**src/rtl/core/dcq_pkg.sv**
```systemverilog
// Shared types and constants for the duplicate-rejecting circular queue.
// Used by dcq_cell, dcq_cell_chain and dedup_circular_queue; depends on nothing.
`default_nettype none

package dcq_pkg;

   localparam int DEPTH  = 16;
   localparam int IDX_W  = $clog2(DEPTH);
   localparam int CNT_W  = 5;
   localparam int DATA_W = 32;

   // Request codes.
   localparam logic [1:0] REQ_INSERT = 2'd0;
   localparam logic [1:0] REQ_REMOVE = 2'd1;
   localparam logic [1:0] REQ_SEARCH = 2'd2;

   // Result status codes.
   localparam logic [2:0] STS_INSERTED  = 3'd0;
   localparam logic [2:0] STS_DUPLICATE = 3'd1;
   localparam logic [2:0] STS_FULL      = 3'd2;
   localparam logic [2:0] STS_REMOVED   = 3'd3;
   localparam logic [2:0] STS_EMPTY     = 3'd4;
   localparam logic [2:0] STS_FOUND     = 3'd5;
   localparam logic [2:0] STS_NOT_FOUND = 3'd6;

   // Search token handed from cell to cell.
   typedef struct packed {
      logic             valid;
      logic             found;
      logic [IDX_W-1:0] slot;
   } tok_type;

   // Ring pointers and the capacity in use, broadcast to every cell so each can
   // tell if it is held.
   typedef struct packed {
      logic             empty;
      logic [IDX_W-1:0] head;
      logic [IDX_W-1:0] tail;
      logic [CNT_W-1:0] cap;
   } ring_type;

   // Entry write, broadcast to every cell.
   typedef struct packed {
      logic              en;
      logic [IDX_W-1:0]  slot;
      logic [DATA_W-1:0] data;
   } wr_type;

endpackage

`default_nettype wire

```
**src/rtl/core/dcq_cell.sv**
```systemverilog
// One ring slot: stores an entry and passes the search token to its neighbor.
// Depends on dcq_pkg.
`default_nettype none

module dcq_cell (
   input  wire logic                     clock,
   input  wire logic                     reset,
   input  wire logic [dcq_pkg::IDX_W-1:0]  slot_id,
   input  wire logic [dcq_pkg::DATA_W-1:0] key,
   input  wire dcq_pkg::ring_type        ring,
   input  wire dcq_pkg::wr_type          wr,
   input  wire dcq_pkg::tok_type         tok_up,
   output dcq_pkg::tok_type              tok_down
);

   logic [dcq_pkg::DATA_W-1:0] entry_ff;
   dcq_pkg::tok_type           tok_ff;
   dcq_pkg::tok_type           tok_in;
   logic                       held;

   // The slot is held when it lies between head and tail, with wrap. On a
   // wrapped ring only slots below the capacity in use count, since slots
   // beyond it may still hold entries from a larger ring.
   always_comb begin
      if (ring.empty) begin
         held = 1'b0;
      end else if (ring.head <= ring.tail) begin
         held = (slot_id >= ring.head) && (slot_id <= ring.tail);
      end else begin
         held = ((slot_id >= ring.head) && (dcq_pkg::CNT_W'(slot_id) < ring.cap))
                || (slot_id <= ring.tail);
      end
   end

   always_comb begin
      tok_in = tok_up;
      if (tok_up.valid && !tok_up.found && held && (entry_ff == key)) begin
         tok_in.found = 1'b1;
         tok_in.slot  = slot_id;
      end
   end

   always_ff @(posedge clock) begin
      if (reset) begin
         tok_ff <= '0;
      end else begin
         tok_ff <= tok_in;
      end
   end

   always_ff @(posedge clock) begin
      if (wr.en && (wr.slot == slot_id)) begin
         entry_ff <= wr.data;
      end
   end

   assign tok_down = tok_ff;

endmodule

`default_nettype wire

```
**src/rtl/core/dcq_cell_chain.sv**
```systemverilog
// Row of DEPTH slot cells; the search token walks one cell per cycle.
// Depends on dcq_pkg and dcq_cell.
`default_nettype none

module dcq_cell_chain (
   input  wire logic                     clock,
   input  wire logic                     reset,
   input  wire logic [dcq_pkg::DATA_W-1:0] key,
   input  wire dcq_pkg::ring_type        ring,
   input  wire dcq_pkg::wr_type          wr,
   input  wire dcq_pkg::tok_type         tok_first,
   output dcq_pkg::tok_type              tok_last
);

   dcq_pkg::tok_type tok_link [dcq_pkg::DEPTH+1];

   assign tok_link[0] = tok_first;

   for (genvar i = 0; i < dcq_pkg::DEPTH; i++) begin : g_cell
      dcq_cell u_cell (
         .clock    (clock),
         .reset    (reset),
         .slot_id  (dcq_pkg::IDX_W'(i)),
         .key      (key),
         .ring     (ring),
         .wr       (wr),
         .tok_up   (tok_link[i]),
         .tok_down (tok_link[i+1])
      );
   end

   assign tok_last = tok_link[dcq_pkg::DEPTH];

endmodule

`default_nettype wire

```
**src/rtl/core/dedup_circular_queue.sv**
```systemverilog
// Duplicate-rejecting circular queue of signed 32-bit values.
// A request is taken only while idle; its search token then walks the row of DEPTH slot
// cells, one cell per cycle, and the result is committed once the result register is
// free. No new request is taken until the last one has been committed.
// Reset (synchronous, active high): queue empty, head and tail at 0, capacity 16.
// Stored entries are not cleared; only held entries are ever compared.
`default_nettype none

module dedup_circular_queue (
   input  wire logic                       clock,
   input  wire logic                       reset,
   // Request channel
   input  wire logic                       req_valid,
   output logic                            req_ready,
   input  wire logic [1:0]                 req_type,
   input  wire logic signed [31:0]         req_value,
   // Result channel
   output logic                            rsp_valid,
   input  wire logic                       rsp_ready,
   output logic [2:0]                      rsp_status,
   output logic [dcq_pkg::IDX_W-1:0]       rsp_slot,
   output logic [dcq_pkg::CNT_W-1:0]       rsp_count,
   // Register port
   input  wire logic                       csr_psel,
   input  wire logic                       csr_penable,
   input  wire logic                       csr_pwrite,
   input  wire logic [2:0]                 csr_paddr,
   input  wire logic [31:0]                csr_pwdata,
   output logic [31:0]                     csr_prdata,
   output logic                            csr_pready
);

   localparam int IDX_W = dcq_pkg::IDX_W;
   localparam int CNT_W = dcq_pkg::CNT_W;

   // The controller is idle until a request arrives, then waits for the search
   // token to leave the last cell, then commits the result once the result
   // register can take it.
   typedef enum logic [1:0] {
      ST_IDLE,
      ST_SWEEP,
      ST_COMMIT
   } state_type;

   state_type        state_ff,     state_in;
   logic [1:0]       op_ff,        op_in;
   logic [31:0]      key_ff,       key_in;
   logic             launch_ff,    launch_in;
   logic             found_ff,     found_in;
   logic [IDX_W-1:0] hit_slot_ff,  hit_slot_in;
   logic [IDX_W-1:0] head_ff,      head_in;
   logic [IDX_W-1:0] tail_ff,      tail_in;
   logic             empty_ff,     empty_in;
   logic [CNT_W-1:0] capacity_ff,  capacity_in;
   logic             rsp_valid_ff, rsp_valid_in;
   logic [2:0]       rsp_status_ff, rsp_status_in;
   logic [IDX_W-1:0] rsp_slot_ff,  rsp_slot_in;
   logic [CNT_W-1:0] rsp_count_ff, rsp_count_in;

   dcq_pkg::ring_type ring;
   dcq_pkg::wr_type   wr;
   dcq_pkg::tok_type  tok_first;
   dcq_pkg::tok_type  tok_last;

   logic             csr_wr;
   logic [CNT_W-1:0] wcap;
   logic [IDX_W-1:0] tail_next;
   logic [IDX_W-1:0] head_next;

   // Next slot around the ring of cap slots in use.
   function automatic logic [IDX_W-1:0] ring_next(input logic [IDX_W-1:0] x,
                                                  input logic [CNT_W-1:0] cap);
      logic [CNT_W-1:0] n;
      n = CNT_W'(x) + CNT_W'(1);
      return (n >= cap) ? '0 : n[IDX_W-1:0];
   endfunction

   // Number of entries held for the given pointers.
   function automatic logic [CNT_W-1:0] held_count(input logic             empty,
                                                   input logic [IDX_W-1:0] head,
                                                   input logic [IDX_W-1:0] tail,
                                                   input logic [CNT_W-1:0] cap);
      logic [CNT_W-1:0] n;
      if (empty) begin
         n = '0;
      end else if (tail >= head) begin
         n = CNT_W'(tail) - CNT_W'(head) + CNT_W'(1);
      end else begin
         n = CNT_W'(tail) + cap - CNT_W'(head) + CNT_W'(1);
      end
      return n;
   endfunction

   // The search token enters the first cell in the cycle after acceptance and
   // picks up the slot of the held entry that matches the key. Held entries are
   // unique, since duplicates are never inserted.
   assign ring      = '{empty: empty_ff, head: head_ff, tail: tail_ff, cap: capacity_ff};
   assign tok_first = '{valid: launch_ff, found: 1'b0, slot: '0};

   dcq_cell_chain u_chain (
      .clock     (clock),
      .reset     (reset),
      .key       (key_ff),
      .ring      (ring),
      .wr        (wr),
      .tok_first (tok_first),
      .tok_last  (tok_last)
   );

   // A register write clamps the capacity into 1..DEPTH and empties the queue.
   assign csr_wr = csr_psel && csr_penable && csr_pwrite && (csr_paddr[2] == 1'b0);

   always_comb begin
      wcap = csr_pwdata[CNT_W-1:0];
      if (wcap == '0) begin
         wcap = CNT_W'(1);
      end else if (wcap > CNT_W'(dcq_pkg::DEPTH)) begin
         wcap = CNT_W'(dcq_pkg::DEPTH);
      end
   end

   assign tail_next = ring_next(tail_ff, capacity_ff);
   assign head_next = ring_next(head_ff, capacity_ff);

   always_comb begin
      state_in      = state_ff;
      op_in         = op_ff;
      key_in        = key_ff;
      launch_in     = 1'b0;
      found_in      = found_ff;
      hit_slot_in   = hit_slot_ff;
      head_in       = head_ff;
      tail_in       = tail_ff;
      empty_in      = empty_ff;
      capacity_in   = capacity_ff;
      rsp_valid_in  = rsp_valid_ff && !rsp_ready;
      rsp_status_in = rsp_status_ff;
      rsp_slot_in   = rsp_slot_ff;
      rsp_count_in  = rsp_count_ff;
      wr            = '0;

      case (state_ff)
         ST_IDLE: begin
            if (req_valid) begin
               op_in     = req_type;
               key_in    = req_value;
               launch_in = 1'b1;
               state_in  = ST_SWEEP;
            end
         end
         ST_SWEEP: begin
            if (tok_last.valid) begin
               found_in    = tok_last.found;
               hit_slot_in = tok_last.slot;
               state_in    = ST_COMMIT;
            end
         end
         ST_COMMIT: begin
            // The result register takes a new transaction once the old one
            // has gone or is leaving in this cycle.
            if (!rsp_valid_ff || rsp_ready) begin
               rsp_slot_in = '0;
               case (op_ff)
                  dcq_pkg::REQ_INSERT: begin
                     if (empty_ff) begin
                        head_in       = '0;
                        tail_in       = '0;
                        empty_in      = 1'b0;
                        wr.en         = 1'b1;
                        wr.slot       = '0;
                        wr.data       = key_ff;
                        rsp_status_in = dcq_pkg::STS_INSERTED;
                     end else if (tail_next == head_ff) begin
                        rsp_status_in = dcq_pkg::STS_FULL;
                     end else if (found_ff) begin
                        rsp_status_in = dcq_pkg::STS_DUPLICATE;
                     end else begin
                        tail_in       = tail_next;
                        wr.en         = 1'b1;
                        wr.slot       = tail_next;
                        wr.data       = key_ff;
                        rsp_status_in = dcq_pkg::STS_INSERTED;
                     end
                  end
                  dcq_pkg::REQ_REMOVE: begin
                     if (empty_ff) begin
                        rsp_status_in = dcq_pkg::STS_EMPTY;
                     end else begin
                        // Taking the last entry returns both pointers to zero.
                        if (head_ff == tail_ff) begin
                           head_in  = '0;
                           tail_in  = '0;
                           empty_in = 1'b1;
                        end else begin
                           head_in = head_next;
                        end
                        rsp_status_in = dcq_pkg::STS_REMOVED;
                     end
                  end
                  dcq_pkg::REQ_SEARCH: begin
                     if (found_ff) begin
                        rsp_status_in = dcq_pkg::STS_FOUND;
                        rsp_slot_in   = hit_slot_ff;
                     end else begin
                        rsp_status_in = dcq_pkg::STS_NOT_FOUND;
                     end
                  end
                  default: begin
                     // The unused request code changes nothing.
                     rsp_status_in = dcq_pkg::STS_NOT_FOUND;
                  end
               endcase
               rsp_count_in = held_count(empty_in, head_in, tail_in, capacity_ff);
               rsp_valid_in = 1'b1;
               state_in     = ST_IDLE;
            end
         end
         default: begin
            state_in = ST_IDLE;
         end
      endcase

      // The user must make register writes only while the block is idle; the block itself does not enforce it.
      if (csr_wr) begin
         capacity_in = wcap;
         head_in     = '0;
         tail_in     = '0;
         empty_in    = 1'b1;
      end
   end

   always_ff @(posedge clock) begin
      if (reset) begin
         state_ff     <= ST_IDLE;
         launch_ff    <= 1'b0;
         head_ff      <= '0;
         tail_ff      <= '0;
         empty_ff     <= 1'b1;
         capacity_ff  <= CNT_W'(dcq_pkg::DEPTH);
         rsp_valid_ff <= 1'b0;
      end else begin
         state_ff     <= state_in;
         launch_ff    <= launch_in;
         head_ff      <= head_in;
         tail_ff      <= tail_in;
         empty_ff     <= empty_in;
         capacity_ff  <= capacity_in;
         rsp_valid_ff <= rsp_valid_in;
      end
      op_ff         <= op_in;
      key_ff        <= key_in;
      found_ff      <= found_in;
      hit_slot_ff   <= hit_slot_in;
      rsp_status_ff <= rsp_status_in;
      rsp_slot_ff   <= rsp_slot_in;
      rsp_count_ff  <= rsp_count_in;
   end

   assign req_ready  = (state_ff == ST_IDLE);
   assign rsp_valid  = rsp_valid_ff;
   assign rsp_status = rsp_status_ff;
   assign rsp_slot   = rsp_slot_ff;
   assign rsp_count  = rsp_count_ff;

   assign csr_pready = 1'b1;
   assign csr_prdata = (csr_paddr[2] == 1'b0) ? {(32 - CNT_W)'(0), capacity_ff} : '0;

endmodule

`default_nettype wire

```
**config.mk**
```make
export PLATFORM = sky130hd
export DESIGN_NAME = dedup_circular_queue
export DESIGN_NICKNAME = d
export VERILOG_FILES = /design/src/rtl/core/dcq_pkg.sv /design/src/rtl/core/dcq_cell.sv /design/src/rtl/core/dcq_cell_chain.sv /design/src/rtl/core/dedup_circular_queue.sv
export SDC_FILE = /design/constraint.sdc
export NUM_CORES = 1
export LEC_CHECK = 0
export ABC_AREA = 1
export BUFFER_PORTS_ARGS = -buffer_cell sky130_fd_sc_hd__buf_2
export CAP_MARGIN = 20
export CORE_AREA = 2 2 196 343
export DETAILED_ROUTE_END_ITERATION = 10
export DIE_AREA = 0 0 198 345
export PLACE_DENSITY = 0.62
export SYNTH_ARGS = -nofsm -noshare
export SYNTH_HDL_FRONTEND = slang
export SYNTH_SLANG_ARGS = --single-unit
```
**constraint.sdc**
```tcl
create_clock -name clock -period 8.1 [get_ports clock]
set_input_delay 2.025 -clock clock [delete_from_list [all_inputs] [get_ports clock]]
set_output_delay 2.025 -clock clock [all_outputs]
set_load 0.05 [all_outputs]
```
-- Word level (Yosys, flattened, before mapping)
Cells that the tools add are included.
- input bits: 76
- flip-flop bits (word level): 677
- output and inout port bits: 47
- word-level logic and storage cells: 444
- $add $sub $neg: 7
- bitwise gates (word level): 2
- reductions and logical operators: 158
- mux-type cells: 92
- equality and inequality tests: 40
- order comparisons: 53
- operator list (cell ; number):
    $eq 32x32->1 ; 16
    $mux 37 ; 6
    $mux 5 ; 20
    $logic_and 1x1->1 ; 99
    $mux 4 ; 14
    $lt 4x5->1 const A ; 8
    $mux 1 ; 40
    $eq 4x4->1 const B ; 8
    $ge 4x4->1 const A ; 8
    $le 4x4->1 const A ; 8
    $reduce_or 2->1 ; 16
    $lt 3x5->1 const A ; 4
    $logic_not 1->1 ; 17
    $logic_or 1x1->1 ; 17
    $eq 4x3->1 const B ; 4
    $ge 3x4->1 const A ; 4
    $le 3x4->1 const A ; 4
    $pmux 4 s2 ; 2
    $mux 2 ; 6
    $add 4x1->5 const B ; 2
    $add 5x1->5 const B ; 2
    $ge 5x5->1 ; 2
    $lt 1x5->1 const A ; 2
    $lt 2x5->1 const A ; 2
    other kinds (27) ; 41

-- Logic depth before layout (Yosys ltp)
- word-level depth: 13
- depth in mapped cells: 30
- depth with buffers taken out: 29

-- Hierarchy
A second synthesis with hierarchy kept.
- cells, all modules: 5566
- area, all modules: 43121.4 µm²
- by module, submodules not included (module ; area an instance (µm²) ; seq. area each (µm²) ; cells an instance ; times used):
    dcq_cell at u_chain.g_cell[0].u_cell ... ; 2434.8 ; 1081.0 ; 320 ; 13
    dcq_cell at u_chain.g_cell[7].u_cell ... ; 2338.5 ; 1081.0 ; 307 ; 3
    dedup_circular_queue ; 4445.5 ; 1891.8 ; 483 ; 1
    dcq_cell_chain ; 7.5 ; 0.0 ; 2 ; 1

-- Worst setup path before layout
No wires, ideal clock.
- path kind: input to register
- start: in rsp_ready
- end: reg u_chain.g_cell[4].u_cell.entry_ff[0] in the netlist's numbering, enable pin
- data arrival time: 4.849 ns
- path buffers: 0
- library setup time: 0.421 ns
- cell stages on the path: 7
- data required time: 7.679 ns
- setup slack: 2.830 ns
- cells stage by stage: nor2_1 nor2_2 inv_1 nor2_1 nand2_1 or3b_4 nor2_1
- cells in the longest elaborated chain, start to end: 5
- ends and longest elaborated chain (what ; RTL line ; source):
    from (decl) ; dedup_circular_queue.sv:19 ; input wire logic rsp_ready,
    $logic_or 1x1->1 * ; dedup_circular_queue.sv:161 ; if (!rsp_valid_ff || rsp_ready) begin
    $mux 37 * ; dedup_circular_queue.sv:161 ;
    $mux 37 * ; dedup_circular_queue.sv:142 ; case (state_ff)
    $eq 4x3->1 ; dcq_cell.sv:52 ; if (wr.en && (wr.slot == slot_id)) begin
    $logic_and 1x1->1 * ; dcq_cell.sv:52 ;
    to (signal assigned) ; dcq_cell.sv:53 ; entry_ff <= wr.data;
    to (decl) ; dcq_cell.sv:16 ; logic [dcq_pkg::DATA_W-1:0] entry_ff;
Every way passes the cells marked *; elsewhere a longest branch is shown, timed or not.
A chain may end at the register's enable or synchronous reset.

-- Final worst setup path
- start: reg tail_ff[3]
- end: reg rsp_count_ff[1] (netlist: rsp_count[1]) (data pin)
- cells in the longest elaborated chain, start to end: 13
- elaborated cells between the ends (all ways): 30
- those cells by class: add/sub: 6; order compare: 2; eq/ne: 2; mux: 20
- ends and longest elaborated chain (what ; RTL line ; source):
    from (decl) ; dedup_circular_queue.sv:52 ; logic [IDX_W-1:0] tail_ff, tail_in;
    from (signal assigned) ; dedup_circular_queue.sv:245 ; tail_ff <= tail_in;
    $add 4x1->5 ; dedup_circular_queue.sv:74 ; n = CNT_W'(x) + CNT_W'(1);
    $ge 5x5->1 ; dedup_circular_queue.sv:75 ; return (n >= cap) ? '0 : n[IDX_W-1:0];
    $mux 4 ; dedup_circular_queue.sv:75 ;
    $eq 4x4->1 / $mux 4 (equally long branches) ; dedup_circular_queue.sv:173, dedup_circular_queue.sv:175 ;
    $mux 4 ; dedup_circular_queue.sv:173 ; end else if (tail_next == head_ff) begin
    $mux 4 ; dedup_circular_queue.sv:165 ; if (empty_ff) begin
    $pmux 4 s2 ; dedup_circular_queue.sv:163 ; case (op_ff)
    $mux 4 ; dedup_circular_queue.sv:161 ;
    $mux 4 ; dedup_circular_queue.sv:142 ;
    $add 4x5->5 ; dedup_circular_queue.sv:89 ; n = CNT_W'(tail) + cap - CNT_W'(head) + CNT_W'(1);
    $sub 5x4->5 ; dedup_circular_queue.sv:89 ;
    $add 5x1->5 ; dedup_circular_queue.sv:89 ;
    $mux 5 ; dedup_circular_queue.sv:86 ; end else if (tail >= head) begin
    to (signal assigned) ; dedup_circular_queue.sv:256 ; rsp_count_ff <= rsp_count_in;
    to (decl) ; dedup_circular_queue.sv:58 ; logic [CNT_W-1:0] rsp_count_ff, rsp_count_in;
Parallel ways exist; a longest one is shown, timed or not. The select of a mux whose other input is x is not followed.

==> impl_metrics.tcl <==
set metrics [dict create \
    slew_headroom_pct 12.5 \
    num_vias 19700 \
    cts_root_buffer "clkbuf_16" \
    worstHoldPathType "reg -> reg" \
    vias_per_cell 5.65 \
    clock-sinks 662 \
    syn2layout_area_growth_pct 12.3 \
    wire_per_inst_um 28.0 \
    finalCriticalPeriod_ns 5.49 \
    clk_pin_slew_ns 0.07 \
    ios 123 \
    pwr-share-comb_pct 5.8 \
    p_int_mw 5.29 \
    setup_violations 0 \
    pwr-share-seq_pct 53.9 \
    routabilityCongestion 0.969 \
    cts_hold_buf 0 \
    start_util_pct 44.4 \
    yosysUniqueCellTypes 55 \
    cap_violations 0 \
    fin_nets 2665 \
    grt_start_max_net_pins 69 \
    clockBufferDepth 3 \
    ys_warn_count 0 \
    final-hold-violation-count 0 \
    rr_worst_depth 23 \
    synth_top_area_share_pct 57.8 \
    ys_seq_area_share_pct 64.5 \
    endpoint_kind "register" \
    finalSetupTns_ns 0 \
    cp_top_family "compound AO/OA/AOI/OAI gates" \
    nFillCells 5735 \
    dieArea_mm2 0.0683 \
    port_buffers 65 \
    max_freq_mhz 182 \
    drtIter0Drc 1617 \
    drc 0 \
    avgSynthCellArea_um2 11.9 \
    antenna_found_initial 1 \
    start_kind "register" \
    switching_share_pct 22.4 \
    ir_drop_v 0.000204 \
    worstMarginPinSlew_ns 1.31 \
    arrival_ns 5.84 \
    r2r-end "rsp_count[1]" \
    grt_usage_pct 28.4 \
    skew_ns 0.0281 \
    core-area_mm2 0.0658 \
    cts-resized-gates 0 \
    die_w_um 198 \
    fin_crit_sh_pct 67.8 \
    critPathMaxStageDelay_ns 0.69 \
    numCtsBuffers 57 \
    endpoint "rsp_count[1]" \
    synth_area_mm2 0.0293 \
    antenna_left 0 \
    std_cell_rows 125 \
    grt_pass1_wl_um 135000 \
    critPathBufInv 5 \
    synth_top_area_cell "edfxtp_1" \
    p_clk_share_pct 40.2 \
    p_sw_mw 1.53 \
    drive_above_1_share_pct 14.0 \
    cp_slowest_cell "o311ai_0" \
    dp_hpwl_um 68700 \
    die_h_um 345 \
    path_depth 23 \
    critical_path.startpoint "tail_ff[3]" \
    timing.rr.start "tail_ff[3]" \
    grt_pass1_vias 19200 \
    cts_tree "yes" \
    cts-htree-levels 2 \
    crit_path_frequent_cell "inv_1" \
    crit_fanout 11 \
    ys_ff_latch 662 \
    synthCells 2449 \
    routed_wirelength_um 97300 \
    synthFlopType "edfxtp_1" \
    cts_setup_buffers 0 \
    reg2reg_setup_slack_ns 2.61 \
    slew_violations 0 \
    async_reset_ff_share_pct 0 \
    rsz0062_at_grt "false" \
    antenna_cells 0 \
    synth_edf_count 563 \
    synth.area.top_cells "edfxtp_1 (58%), dfxtp_1 (6.8%), xor2_1 (4.9%), xnor2_1 (4.5%), nand2_1 (3.0%)" \
    status "complete, no violations" \
    clk_latency_ns 0.63 \
    power_density_mw_per_mm2 207 \
    crit_chain "inv_1 > nand2_4 > nand2_2 > nor2_4 > ha_1 > inv_1 > nor2_2 > a21oi_1 > nand3_2 > nand2_1 > nand2_1 > nor2_2 > nand2_4 > nand2_4 > o21ai_0 > o21bai_1 > inv_1 > ha_1 > inv_1 > o311ai_0 > inv_1 > o21ai_0 > a21oi_1" \
    grt_overflow_total 0 \
    total_power_mw 6.82 \
    cp.required_ns 8.45 \
    first_pass_iters 5 \
    worst-setup-path-type "reg -> reg" \
    p_leak_nw 12.6 \
]
[cells in the mapped netlist, types with 30 or more instances]
cell type,instances
ha_1,34
dfxtp_1,99
a21oi_1,78
clkbuf_1,43
buf_2,36
inv_1,211
nor2_1,198
xnor2_1,152
nand3_1,78
edfxtp_1,563
or2_2,74
nor4_1,75
nand2_1,237
xor2_1,163
buf_4,30
o21ai_0,94
o22ai_1,42
nand4_1,75
[final cells by class]
type / count / area (um^2) / area share, %
Inverter: 218 / 821 / 2.50
Clock inverter: 29 / 262 / 0.795
Multi-Input combinational cell: 1476 / 9260 / 28.2
Clock buffer: 72 / 1580 / 4.80
Sequential cell: 662 / 18900 / 57.5
Tap cell: 889 / 1110 / 3.38
Timing Repair Buffer: 134 / 957 / 2.91
[metrics by stage]
stage / utilization, % / cell area (um^2) / std cells / worst slack (ns) / hold WS [ns]
after floorplan: - / 29400 / 2475 / 2.83 / 0.386
after global routing: 49.9 / 32900 / 3480 / 2.22 / 0.429
final: 49.9 / 32900 / 3480 / 2.61 / 0.408
after detailed placement: 47.1 / 31000 / 3376 / 2.61 / 0.399
after CTS: 49.9 / 32800 / 3477 / 2.62 / 0.407
after global placement: 46.8 / 30800 / 3364 / 2.65 / 0.388
[layout by cell type (no fill, tap or decap), drive strengths merged, types with 6 or more instances in the layout]
cell type,count
edfxtp,563
nand2,246
inv,216
nor2,209
xor2,163
xnor2,152
buf,134
dfxtp,99
o21ai,96
nand3,81
a21oi,79
nand4,75
or2,75
nor4,75
clkbuf,72
o22ai,42
ha,34
conb,28
clkinv,24
nor3,22
a221oi,18
a211oi,14
a22o,14
o2111ai,6
fa,6
[worst min path at each step]
stage	cells past startpoint	startpoint	to	slack, ns
after floorplan	0	u_chain.g_cell[15].u_cell.tok_down[4]	found_ff	0.39
after global placement	0	u_chain.g_cell[15].u_cell.tok_down[4]	found_ff	0.39
after detailed placement	0	u_chain.g_cell[15].u_cell.tok_down[2]	hit_slot_ff[2]	0.40
after CTS	0	u_chain.g_cell[15].u_cell.tok_down[4]	found_ff	0.41
after global routing	0	u_chain.g_cell[15].u_cell.tok_down[4]	found_ff	0.43
final	0	u_chain.g_cell[15].u_cell.tok_down[4]	found_ff	0.41
[worst register-to-register path, delay by kind of cell, from the launching register on]
family	cells	cell delay, ns
simple gates	10	1.30
compound gates	6	1.87
buf+inv	5	0.83
flops	1	0.66
fa+ha+maj	2	0.60
[state kept, by name, summed over array words and instances, names as in the netlist]
name                            cells
key_ff                             32
op_ff                               2
hit_slot_ff                         4
launch_ff                           1
empty_ff                            1
rsp_status                          3
rsp_count                           5
state_ff                            2
head_ff                             4
rsp_slot                            4
rsp_valid                           1
u_chain.g_cell.u_cell.entry_ff    512
u_chain.g_cell.u_cell.tok_down     81
found_ff                            1
tail_ff                             4
capacity_ff                         5
[power by group through the flow]
| stage | Clock (mW) | Combinational (mW) | Sequential [mW] |
|---|---|---|---|
| finish | 2.74 | 0.397 | 3.68 |
| global route | 2.89 | 0.418 | 3.68 |
| CTS | 2.78 | 0.394 | 3.68 |
| detailed placement | 0 | 0.393 | 3.75 |
| global placement | 0 | 0.388 | 3.75 |
| floorplan | 0 | 0.270 | 3.74 |
[layer usage]
metal / global-route usage [%] / vias up / part of all wire (%)
met3: 4.11 / 321 / 6.2
met5: 0 / - / 0.013
met1: 28.9 / 9695 / 33
li1: - / 8721 / -
met2: 50.8 / 911 / 51
met4: 23.7 / 2 / 9.8
[cell families after synthesis]
logic type                 share of synthesized area [%]
DFF                                                 64.5
other                                             0.0257
adders and majority gates                           1.86
and+or+nand+nor                                     13.2
buffers and inverters                               4.90
AOI/OAI and AO/OA                                   6.05
xor gates and xnor gates                            9.43
(Power assumes the default switching activity.)
